## src/hw/rtl/assert_macros.svh

```systemverilog
// Assertion helpers; clk_i and rst_ni are taken from the enclosing scope.
`ifndef ASSERT_MACROS_SVH
`define ASSERT_MACROS_SVH
`ifndef ASSERT_OFF
`define CRT_ASSERT(lbl, prop, msg) \
  lbl: assert property (@(posedge clk_i) disable iff (!rst_ni) prop) else $error(msg);
`define CRT_NEVER(lbl, cond, msg) \
  lbl: assert property (@(posedge clk_i) disable iff (!rst_ni) !(cond)) else $error(msg);
`else
`define CRT_ASSERT(lbl, prop, msg)
`define CRT_NEVER(lbl, cond, msg)
`endif
`endif

```

## src/hw/rtl/crt_pkg.sv

```systemverilog
package crt_pkg;

  localparam int TableDepth = 8;
  localparam int IdxW   = (TableDepth > 1) ? $clog2(TableDepth) : 1;
  localparam int CntW   = $clog2(TableDepth + 1);
  localparam int CoordW = 16;
  localparam int KeyW   = 3 * CoordW;
  localparam int LimW   = 4;
  localparam int OccW   = 4;
  localparam int StatW  = 3;
  localparam int PaddrW = 3;
  localparam int DataW  = 32;

  localparam logic [LimW-1:0] LimReset = 4'd8;
  localparam logic RegEntryLimit = 1'b0;

  typedef enum logic {
    ModeRequest  = 1'b0,
    ModeComplete = 1'b1
  } mode_e;

  typedef enum logic [StatW-1:0] {
    StFull     = 3'd0,
    StPending  = 3'd1,
    StAccepted = 3'd2,
    StRemoved  = 3'd3,
    StNotFound = 3'd4
  } status_e;

  typedef enum logic [2:0] {
    SIdle,
    SRead,
    SCmp,
    SMoveRd,
    SMoveWr,
    SResp
  } state_e;

  typedef struct packed {
    logic            we;
    logic [IdxW-1:0] waddr;
    logic [KeyW-1:0] wdata;
    logic [IdxW-1:0] raddr;
  } mem_req_t;

endpackage

```

## src/hw/rtl/crt_if.sv

```systemverilog
interface crt_req_if;
  logic                               valid;
  logic                               ready;
  logic                               mode;
  logic signed [crt_pkg::CoordW-1:0]  coord_x;
  logic signed [crt_pkg::CoordW-1:0]  coord_y;
  logic signed [crt_pkg::CoordW-1:0]  coord_z;

  modport source (output valid, mode, coord_x, coord_y, coord_z, input ready);
  modport sink   (input valid, mode, coord_x, coord_y, coord_z, output ready);
endinterface

interface crt_rsp_if;
  logic                       valid;
  logic                       ready;
  logic [crt_pkg::StatW-1:0]  status;
  logic [crt_pkg::OccW-1:0]   occupancy;

  modport source (output valid, status, occupancy, input ready);
  modport sink   (input valid, status, occupancy, output ready);
endinterface

```

## src/hw/rtl/crt_table.sv

```systemverilog
module crt_table (
  input  logic                      clk_i,
  input  crt_pkg::mem_req_t         mem_req_i,
  output logic [crt_pkg::KeyW-1:0]  rdata_o
);

  logic [crt_pkg::KeyW-1:0] mem [crt_pkg::TableDepth];
  logic [crt_pkg::KeyW-1:0] rdata_q;

  always_ff @(posedge clk_i) begin
    if (mem_req_i.we) begin
      mem[mem_req_i.waddr] <= mem_req_i.wdata;
    end
    rdata_q <= mem[mem_req_i.raddr];
  end

  assign rdata_o = rdata_q;

endmodule

```

## src/hw/rtl/crt_seq.sv

```systemverilog
module crt_seq (
  input  logic                      clk_i,
  input  logic                      rst_ni,
  input  logic [crt_pkg::LimW-1:0]  limit_i,
  crt_req_if.sink                   req_i,
  crt_rsp_if.source                 rsp_o,
  output crt_pkg::mem_req_t         mem_req_o,
  input  logic [crt_pkg::KeyW-1:0]  rdata_i,
  output logic [crt_pkg::CntW-1:0]  count_o
);

  crt_pkg::state_e           st_q, st_d;
  logic [crt_pkg::IdxW-1:0]  idx_q, idx_d;
  logic [crt_pkg::IdxW-1:0]  slot_q, slot_d;
  logic [crt_pkg::CntW-1:0]  cnt_q, cnt_d;
  logic                      mode_q, mode_d;
  logic [crt_pkg::KeyW-1:0]  key_q, key_d;
  crt_pkg::status_e          status_q, status_d;

  logic [crt_pkg::CntW-1:0]  lim_eff;
  logic [crt_pkg::KeyW-1:0]  in_key;
  logic                      match;
  logic                      last;

  assign lim_eff = (32'(limit_i) > 32'(crt_pkg::TableDepth)) ?
                   crt_pkg::CntW'(crt_pkg::TableDepth) : crt_pkg::CntW'(limit_i);
  assign in_key  = {req_i.coord_z, req_i.coord_y, req_i.coord_x};
  assign match   = (rdata_i == key_q);
  assign last    = (crt_pkg::CntW'(idx_q) == cnt_q - crt_pkg::CntW'(1));

  always_ff @(posedge clk_i or negedge rst_ni) begin
    if (!rst_ni) begin
      st_q  <= crt_pkg::SIdle;
      cnt_q <= '0;
    end else begin
      st_q  <= st_d;
      cnt_q <= cnt_d;
    end
  end

  always_ff @(posedge clk_i) begin
    idx_q    <= idx_d;
    slot_q   <= slot_d;
    mode_q   <= mode_d;
    key_q    <= key_d;
    status_q <= status_d;
  end

  always_comb begin
    st_d            = st_q;
    idx_d           = idx_q;
    slot_d          = slot_q;
    cnt_d           = cnt_q;
    mode_d          = mode_q;
    key_d           = key_q;
    status_d        = status_q;
    mem_req_o.we    = 1'b0;
    mem_req_o.waddr = crt_pkg::IdxW'(cnt_q);
    mem_req_o.wdata = key_q;
    mem_req_o.raddr = idx_q;
    req_i.ready     = 1'b0;
    rsp_o.valid     = 1'b0;

    unique case (st_q)
      crt_pkg::SIdle: begin
        req_i.ready = 1'b1;
        if (req_i.valid) begin
          mode_d = req_i.mode;
          key_d  = in_key;
          idx_d  = '0;
          if (req_i.mode == crt_pkg::ModeRequest) begin
            if (cnt_q >= lim_eff) begin
              status_d = crt_pkg::StFull;
              st_d     = crt_pkg::SResp;
            end else if (cnt_q == '0) begin
              mem_req_o.we    = 1'b1;
              mem_req_o.wdata = in_key;
              cnt_d           = cnt_q + crt_pkg::CntW'(1);
              status_d        = crt_pkg::StAccepted;
              st_d            = crt_pkg::SResp;
            end else begin
              st_d = crt_pkg::SRead;
            end
          end else begin
            if (cnt_q == '0) begin
              status_d = crt_pkg::StNotFound;
              st_d     = crt_pkg::SResp;
            end else begin
              st_d = crt_pkg::SRead;
            end
          end
        end
      end
      crt_pkg::SRead: begin
        st_d = crt_pkg::SCmp;
      end
      crt_pkg::SCmp: begin
        if (match) begin
          if (mode_q == crt_pkg::ModeRequest) begin
            status_d = crt_pkg::StPending;
            st_d     = crt_pkg::SResp;
          end else begin
            slot_d = idx_q;
            st_d   = crt_pkg::SMoveRd;
          end
        end else if (last) begin
          if (mode_q == crt_pkg::ModeRequest) begin
            mem_req_o.we = 1'b1;
            cnt_d        = cnt_q + crt_pkg::CntW'(1);
            status_d     = crt_pkg::StAccepted;
          end else begin
            status_d = crt_pkg::StNotFound;
          end
          st_d = crt_pkg::SResp;
        end else begin
          idx_d = idx_q + crt_pkg::IdxW'(1);
          st_d  = crt_pkg::SRead;
        end
      end
      crt_pkg::SMoveRd: begin
        mem_req_o.raddr = crt_pkg::IdxW'(cnt_q - crt_pkg::CntW'(1));
        st_d            = crt_pkg::SMoveWr;
      end
      crt_pkg::SMoveWr: begin
        mem_req_o.we    = 1'b1;
        mem_req_o.waddr = slot_q;
        mem_req_o.wdata = rdata_i;
        cnt_d           = cnt_q - crt_pkg::CntW'(1);
        status_d        = crt_pkg::StRemoved;
        st_d            = crt_pkg::SResp;
      end
      crt_pkg::SResp: begin
        rsp_o.valid = 1'b1;
        if (rsp_o.ready) begin
          st_d = crt_pkg::SIdle;
        end
      end
      default: begin
        st_d = crt_pkg::SIdle;
      end
    endcase
  end

  assign rsp_o.status    = status_q;
  assign rsp_o.occupancy = crt_pkg::OccW'(cnt_q);
  assign count_o         = cnt_q;

endmodule

```

## src/hw/rtl/chunk_request_tracker.sv

```systemverilog
// A word is answered directly when the table is empty, or full for a request; otherwise the
// stored entries are scanned one by one (read, then compare), and on removal the last entry
// is read and written into the freed slot. A new word is taken only after the previous
// response has been accepted; the scan runs through the single table read port feeding one
// shared key comparator.
// Reset clears the entry count, the sequencer and sets entry_limit to 8; table contents
// are not cleared.
`include "assert_macros.svh"

module chunk_request_tracker (
  input  logic                        clk_i,
  input  logic                        rst_ni,
  input  logic                        psel_i,
  input  logic                        penable_i,
  input  logic                        pwrite_i,
  input  logic [crt_pkg::PaddrW-1:0]  paddr_i,
  input  logic [crt_pkg::DataW-1:0]   pwdata_i,
  output logic [crt_pkg::DataW-1:0]   prdata_o,
  output logic                        pready_o,
  crt_req_if.sink                     req_i,
  crt_rsp_if.source                   rsp_o
);

  logic [crt_pkg::LimW-1:0]  limit_q;
  crt_pkg::mem_req_t         mem_req;
  logic [crt_pkg::KeyW-1:0]  rdata;
  logic [crt_pkg::CntW-1:0]  count;
  logic                      reg_sel;

  assign pready_o = 1'b1;
  assign reg_sel  = (paddr_i[2] == crt_pkg::RegEntryLimit);

  always_ff @(posedge clk_i or negedge rst_ni) begin
    if (!rst_ni) begin
      limit_q <= crt_pkg::LimReset;
    end else if (psel_i && penable_i && pwrite_i && reg_sel) begin
      limit_q <= pwdata_i[crt_pkg::LimW-1:0];
    end
  end

  assign prdata_o = reg_sel ? crt_pkg::DataW'(limit_q) : '0;

  crt_seq u_seq (
    .clk_i     (clk_i),
    .rst_ni    (rst_ni),
    .limit_i   (limit_q),
    .req_i     (req_i),
    .rsp_o     (rsp_o),
    .mem_req_o (mem_req),
    .rdata_i   (rdata),
    .count_o   (count)
  );

  crt_table u_table (
    .clk_i     (clk_i),
    .mem_req_i (mem_req),
    .rdata_o   (rdata)
  );

  `CRT_NEVER(a_count_range, (32'(count) > 32'(crt_pkg::TableDepth)), "count above depth")
  `CRT_NEVER(a_busy_excl, (req_i.ready && rsp_o.valid), "ready while result pending")
  `CRT_ASSERT(a_busy_after_take, (req_i.valid && req_i.ready |=> !req_i.ready), "not busy")

endmodule
```

## src/flat_wrapper.sv

```systemverilog
// flat-port wrapper written by rule: the top's interface ports become plain ports
module chunk_request_tracker_flat 
  (clk_i, rst_ni, psel_i, penable_i, pwrite_i, paddr_i, pwdata_i, prdata_o, pready_o, req_i_valid, req_i_mode, req_i_coord_x, req_i_coord_y, req_i_coord_z, req_i_ready, rsp_o_valid, rsp_o_status, rsp_o_occupancy, rsp_o_ready);
  crt_req_if req_i_i ();
  crt_rsp_if rsp_o_i ();
  input  logic clk_i;
  input  logic rst_ni;
  input  logic psel_i;
  input  logic penable_i;
  input  logic pwrite_i;
  input  logic [crt_pkg::PaddrW-1:0] paddr_i;
  input  logic [crt_pkg::DataW-1:0] pwdata_i;
  output logic [crt_pkg::DataW-1:0] prdata_o;
  output logic pready_o;
  input wire logic [$bits(req_i_i.valid)-1:0] req_i_valid;
  input wire logic [$bits(req_i_i.mode)-1:0] req_i_mode;
  input wire logic [$bits(req_i_i.coord_x)-1:0] req_i_coord_x;
  input wire logic [$bits(req_i_i.coord_y)-1:0] req_i_coord_y;
  input wire logic [$bits(req_i_i.coord_z)-1:0] req_i_coord_z;
  output wire logic [$bits(req_i_i.ready)-1:0] req_i_ready;
  output wire logic [$bits(rsp_o_i.valid)-1:0] rsp_o_valid;
  output wire logic [$bits(rsp_o_i.status)-1:0] rsp_o_status;
  output wire logic [$bits(rsp_o_i.occupancy)-1:0] rsp_o_occupancy;
  input wire logic [$bits(rsp_o_i.ready)-1:0] rsp_o_ready;
  assign req_i_i.valid = req_i_valid;
  assign req_i_i.mode = req_i_mode;
  assign req_i_i.coord_x = req_i_coord_x;
  assign req_i_i.coord_y = req_i_coord_y;
  assign req_i_i.coord_z = req_i_coord_z;
  assign req_i_ready = req_i_i.ready;
  assign rsp_o_valid = rsp_o_i.valid;
  assign rsp_o_status = rsp_o_i.status;
  assign rsp_o_occupancy = rsp_o_i.occupancy;
  assign rsp_o_i.ready = rsp_o_ready;
  chunk_request_tracker u_core (.clk_i(clk_i), .rst_ni(rst_ni), .psel_i(psel_i), .penable_i(penable_i), .pwrite_i(pwrite_i), .paddr_i(paddr_i), .pwdata_i(pwdata_i), .prdata_o(prdata_o), .pready_o(pready_o), .req_i(req_i_i), .rsp_o(rsp_o_i));
endmodule
```

## config.mk

```make
export PLATFORM = sky130hd
export DESIGN_NAME = chunk_request_tracker_flat
export DESIGN_NICKNAME = d
export VERILOG_FILES = /design/src/hw/rtl/crt_pkg.sv /design/src/hw/rtl/crt_if.sv /design/src/hw/rtl/crt_table.sv /design/src/hw/rtl/crt_seq.sv /design/src/hw/rtl/chunk_request_tracker.sv /design/src/flat_wrapper.sv
export VERILOG_INCLUDE_DIRS = /design/src /design/src/hw/rtl
export SDC_FILE = /design/constraint.sdc
export NUM_CORES = 1
export LEC_CHECK = 0
export BUFFER_PORTS_ARGS = -buffer_cell sky130_fd_sc_hd__buf_2
export CAP_MARGIN = 15
export CORE_MARGIN = 4
export CORE_UTILIZATION = 48
export DETAILED_ROUTE_END_ITERATION = 10
export PLACE_DENSITY = 0.66
export SYNTH_ARGS = -nofsm -noshare
export SYNTH_HDL_FRONTEND = slang
export SYNTH_SLANG_ARGS = --single-unit
```

## constraint.sdc

```tcl
create_clock -name clk_i -period 10 [get_ports clk_i]
set_input_delay 2 -clock clk_i [delete_from_list [all_inputs] [get_ports clk_i]]
set_output_delay 2 -clock clk_i [all_outputs]
set_load 0.03 [all_outputs]
```

==> qor.csv <==
metric,value,unit
status,"finished, final reports clean",
Area Overhead vs Synth,12.4,%
core area,40900,um^2
pre-CTS setup slack,5560,ps
Setup crit end kind,output port,
Gate power share,0.286,
layout cell share with drive strength beyond 1,0.277,
Fmax achieved,223,MHz
Vias,10000,
clock buffer count from CTS,50,
"EDFF count, synth",442,
cts hold-fix bufs,0,
Die ar.,44700,um^2
Final HPWL DP,22100,um
routed wire length,42900,um
Critical-path top delay cell,or2_2,
switching power,0.00211,W
Startpoint Class,register,
post-route ant nets,0,
Async SR Flop Fraction,0.0220,
clock sinks,501,
Cell Int Power,0.00477,W
clk buf depth,3,
Final Max Slew Viols,0,
worst setup margin,5510,ps
Crit path largest cell delay,640,ps
Antenna Diode Count,0,
Synth area leaders,"edfxtp_1 67%, mux4_2 11%, dfxtp_1 4.8%",
Clock Latency Late Sink,570,ps
RSZ-0062 raised after global routing,no,
Yosys warnings,0,
Starting Density,0.486,
Std-Cell Rows,74,
first-pass GRT wire length,63800,um
Final setup violation count,0,
proportion of netlist area held by the largest area contributor,0.668,
Root Driver,clkbuf_16,
"delay-heaviest family, CP",simple AND/OR/NAND/NOR gates,
dominant synthesized flop cell,edfxtp_1,
Critical Path AT,2490,ps
drt pass-1 iters,5,
Resized Gates After CTS,0,
crit path cell chain,or2_2 > buf_4 > nor2_1 > buf_2,
Final TNS setup,0,ps
leakage,7.32,nW
clock network power share,0.263,
largest net degree at the start of global routing,68,
leading area contributor after synthesis,edfxtp_1,
register bit total from synthesis,501,
GPL Wtd Cong,0.768,
wire per inst,24.9,um
average size of a mapped cell,18.6,um^2
Yosys cell types,53,
Vias per Instance,5.79,
# nets final,1252,
Setup Buffers After CTS,0,
Final Cycle Share,0.449,
Hold Fails Final Rpt,0,
Overall Global Routing Usage,0.191,
H-Tree Depth,2,
sequential area share after synthesis,0.730,
Worst-path clk slew,60,ps
io pins,133,
synthesized area,19900,um^2
Peak VDD IR,155,uV
Tmin final,4490,ps
worst slew pin tran,1010,ps
sw frac,0.306,
Syn Inst Count,1066,
antenna violations before repair,0,
DRC Markers,0,
worst hold path type,register to register,
maxcap violations,0,
Reg power frac,0.451,
Total Power,0.00688,W
worst-path fanout max,26,
critical path required time,8000,ps
initial DRC count,822,
Die W,211,um
die height,211,um
IO buf count,73,
Buf/Inv on CP,2,
Setup Crit Path Kind,register to output port,
Overflow after GRT,0,
number of global-route vias before repair,10100,
Worst R2R Setup Slack,6000,ps
headroom to the max-slew limit,0.326,
CTS tree,done,
final clock skew,13.8,ps
Power per Cell Area,308,nW/um^2
## power by group through the flow
stage	logic [W]	clock network (W)	registers [W]
3_5_place_dp	0.00200	0	0.00314
4_1_cts	0.00201	0.00185	0.00310
6_report	0.00197	0.00181	0.00310
5_1_grt	0.00215	0.00193	0.00314
3_3_place_gp	0.00196	0	0.00312
2_1_floorplan	0.00147	0	0.00310
## registers in the layout, summed over array words and instances (netlist names)
register / flops
u_core.u_seq.idx_q: 3
u_core.u_seq.key_q: 48
u_core.u_seq.rsp_o.status: 3
u_core.u_seq.st_q: 3
u_core.u_seq.mode_q: 1
u_core.u_seq.count_o: 4
u_core.u_table.mem: 384
u_core.u_seq.slot_q: 3
u_core.u_table.rdata_o: 48
u_core.limit_q: 4
## final timing paths
path	start	to	cells past startpoint
setup / recovery	u_core.u_seq.st_q[1]	req_i_ready	4
hold / removal	u_core.limit_q[0]	u_core.limit_q[0]	1
setup reg to reg	u_core.u_seq.count_o[0]	u_core.u_table.mem[1][13]	9
hold reg to reg	u_core.limit_q[0]	u_core.limit_q[0]	1
max in group asynchronous	rst_ni	u_core.limit_q[3]	1
min in group asynchronous	rst_ni	u_core.u_seq.count_o[3]	1
## cells by family (layout without fill, tap and decap cells)
logic type,count (synthesis),in the layout,share of synthesized area
and+or+nand+nor,134,134,0.0327
muxes,152,152,0.140
xor gates and xnor gates,57,57,0.0251
other,2,29,0.000378
AOI/OAI and AO/OA,124,124,0.0411
buffers and inverters,89,191,0.0259
DFF,501,501,0.730
adders and majority gates,7,7,0.00441
## Yosys cell counts (5+ instances only)
| master | n |
|---|---|
| nor2_1 | 17 |
| edfxtp_1 | 442 |
| a22oi_1 | 47 |
| buf_2 | 18 |
| buf_6 | 5 |
| inv_1 | 6 |
| nand2_1 | 59 |
| mux2_2 | 53 |
| xnor2_1 | 57 |
| dfxtp_1 | 48 |
| ha_1 | 7 |
| nand4_1 | 13 |
| buf_4 | 32 |
| nor3_1 | 14 |
| o21ai_1 | 31 |
| o21ai_0 | 22 |
| mux4_2 | 96 |
| clkbuf_1 | 26 |
| dfrtp_1 | 10 |
## cell type report
type / instances / area, um^2
multi-input cells: 503 / 5030
flip-flops and latches: 501 / 14500
clock inverters: 14 / 120
fillers: 3150 / 18600
inverters: 7 / 26.3
repair buffers: 91 / 500
well taps: 532 / 666
clock buffers: 79 / 1480
## layer usage
metal  vias to the layer above  share of wire  GRT usage
li1                       4388              -          -
met1                      5234           0.43      0.273
met2                       320           0.49      0.311
met3                        64          0.061     0.0313
met4                         0          0.021     0.0524
met5                         -              0          0
## stage by stage
| step | util | std cells | area (um^2) | hold slack [ps] |
|---|---|---|---|---|
| 3_5_place_dp | 0.507 | 1634 | 20700 | 514 |
| 6_report | 0.546 | 1727 | 22300 | 524 |
| 4_1_cts | 0.546 | 1727 | 22300 | 531 |
| 5_1_grt | 0.546 | 1727 | 22300 | 556 |
| 2_1_floorplan | - | 1093 | 20000 | 486 |
| 3_3_place_gp | 0.507 | 1634 | 20700 | 505 |
## cells in the final DEF (no fill, tap or decap), types with 6 or more instances in the layout
cell type,netlist,routed
conb_1,2,29
o21ai_0,22,22
nor3_1,14,6
clkbuf_8,0,6
buf_4,32,18
mux4_2,96,96
clkbuf_1,26,20
nand2_1,59,59
nor2_1,17,16
xnor2_1,57,57
a22oi_1,47,47
clkbuf_16,0,53
ha_1,7,7
o21ai_1,31,30
edfxtp_1,442,442
mux2_2,53,53
nand4_1,13,13
inv_1,6,6
dfxtp_1,48,48
buf_2,18,73
nor3_2,0,8
dfrtp_1,10,9
Note: power is estimated with default switching activity, not from simulation.
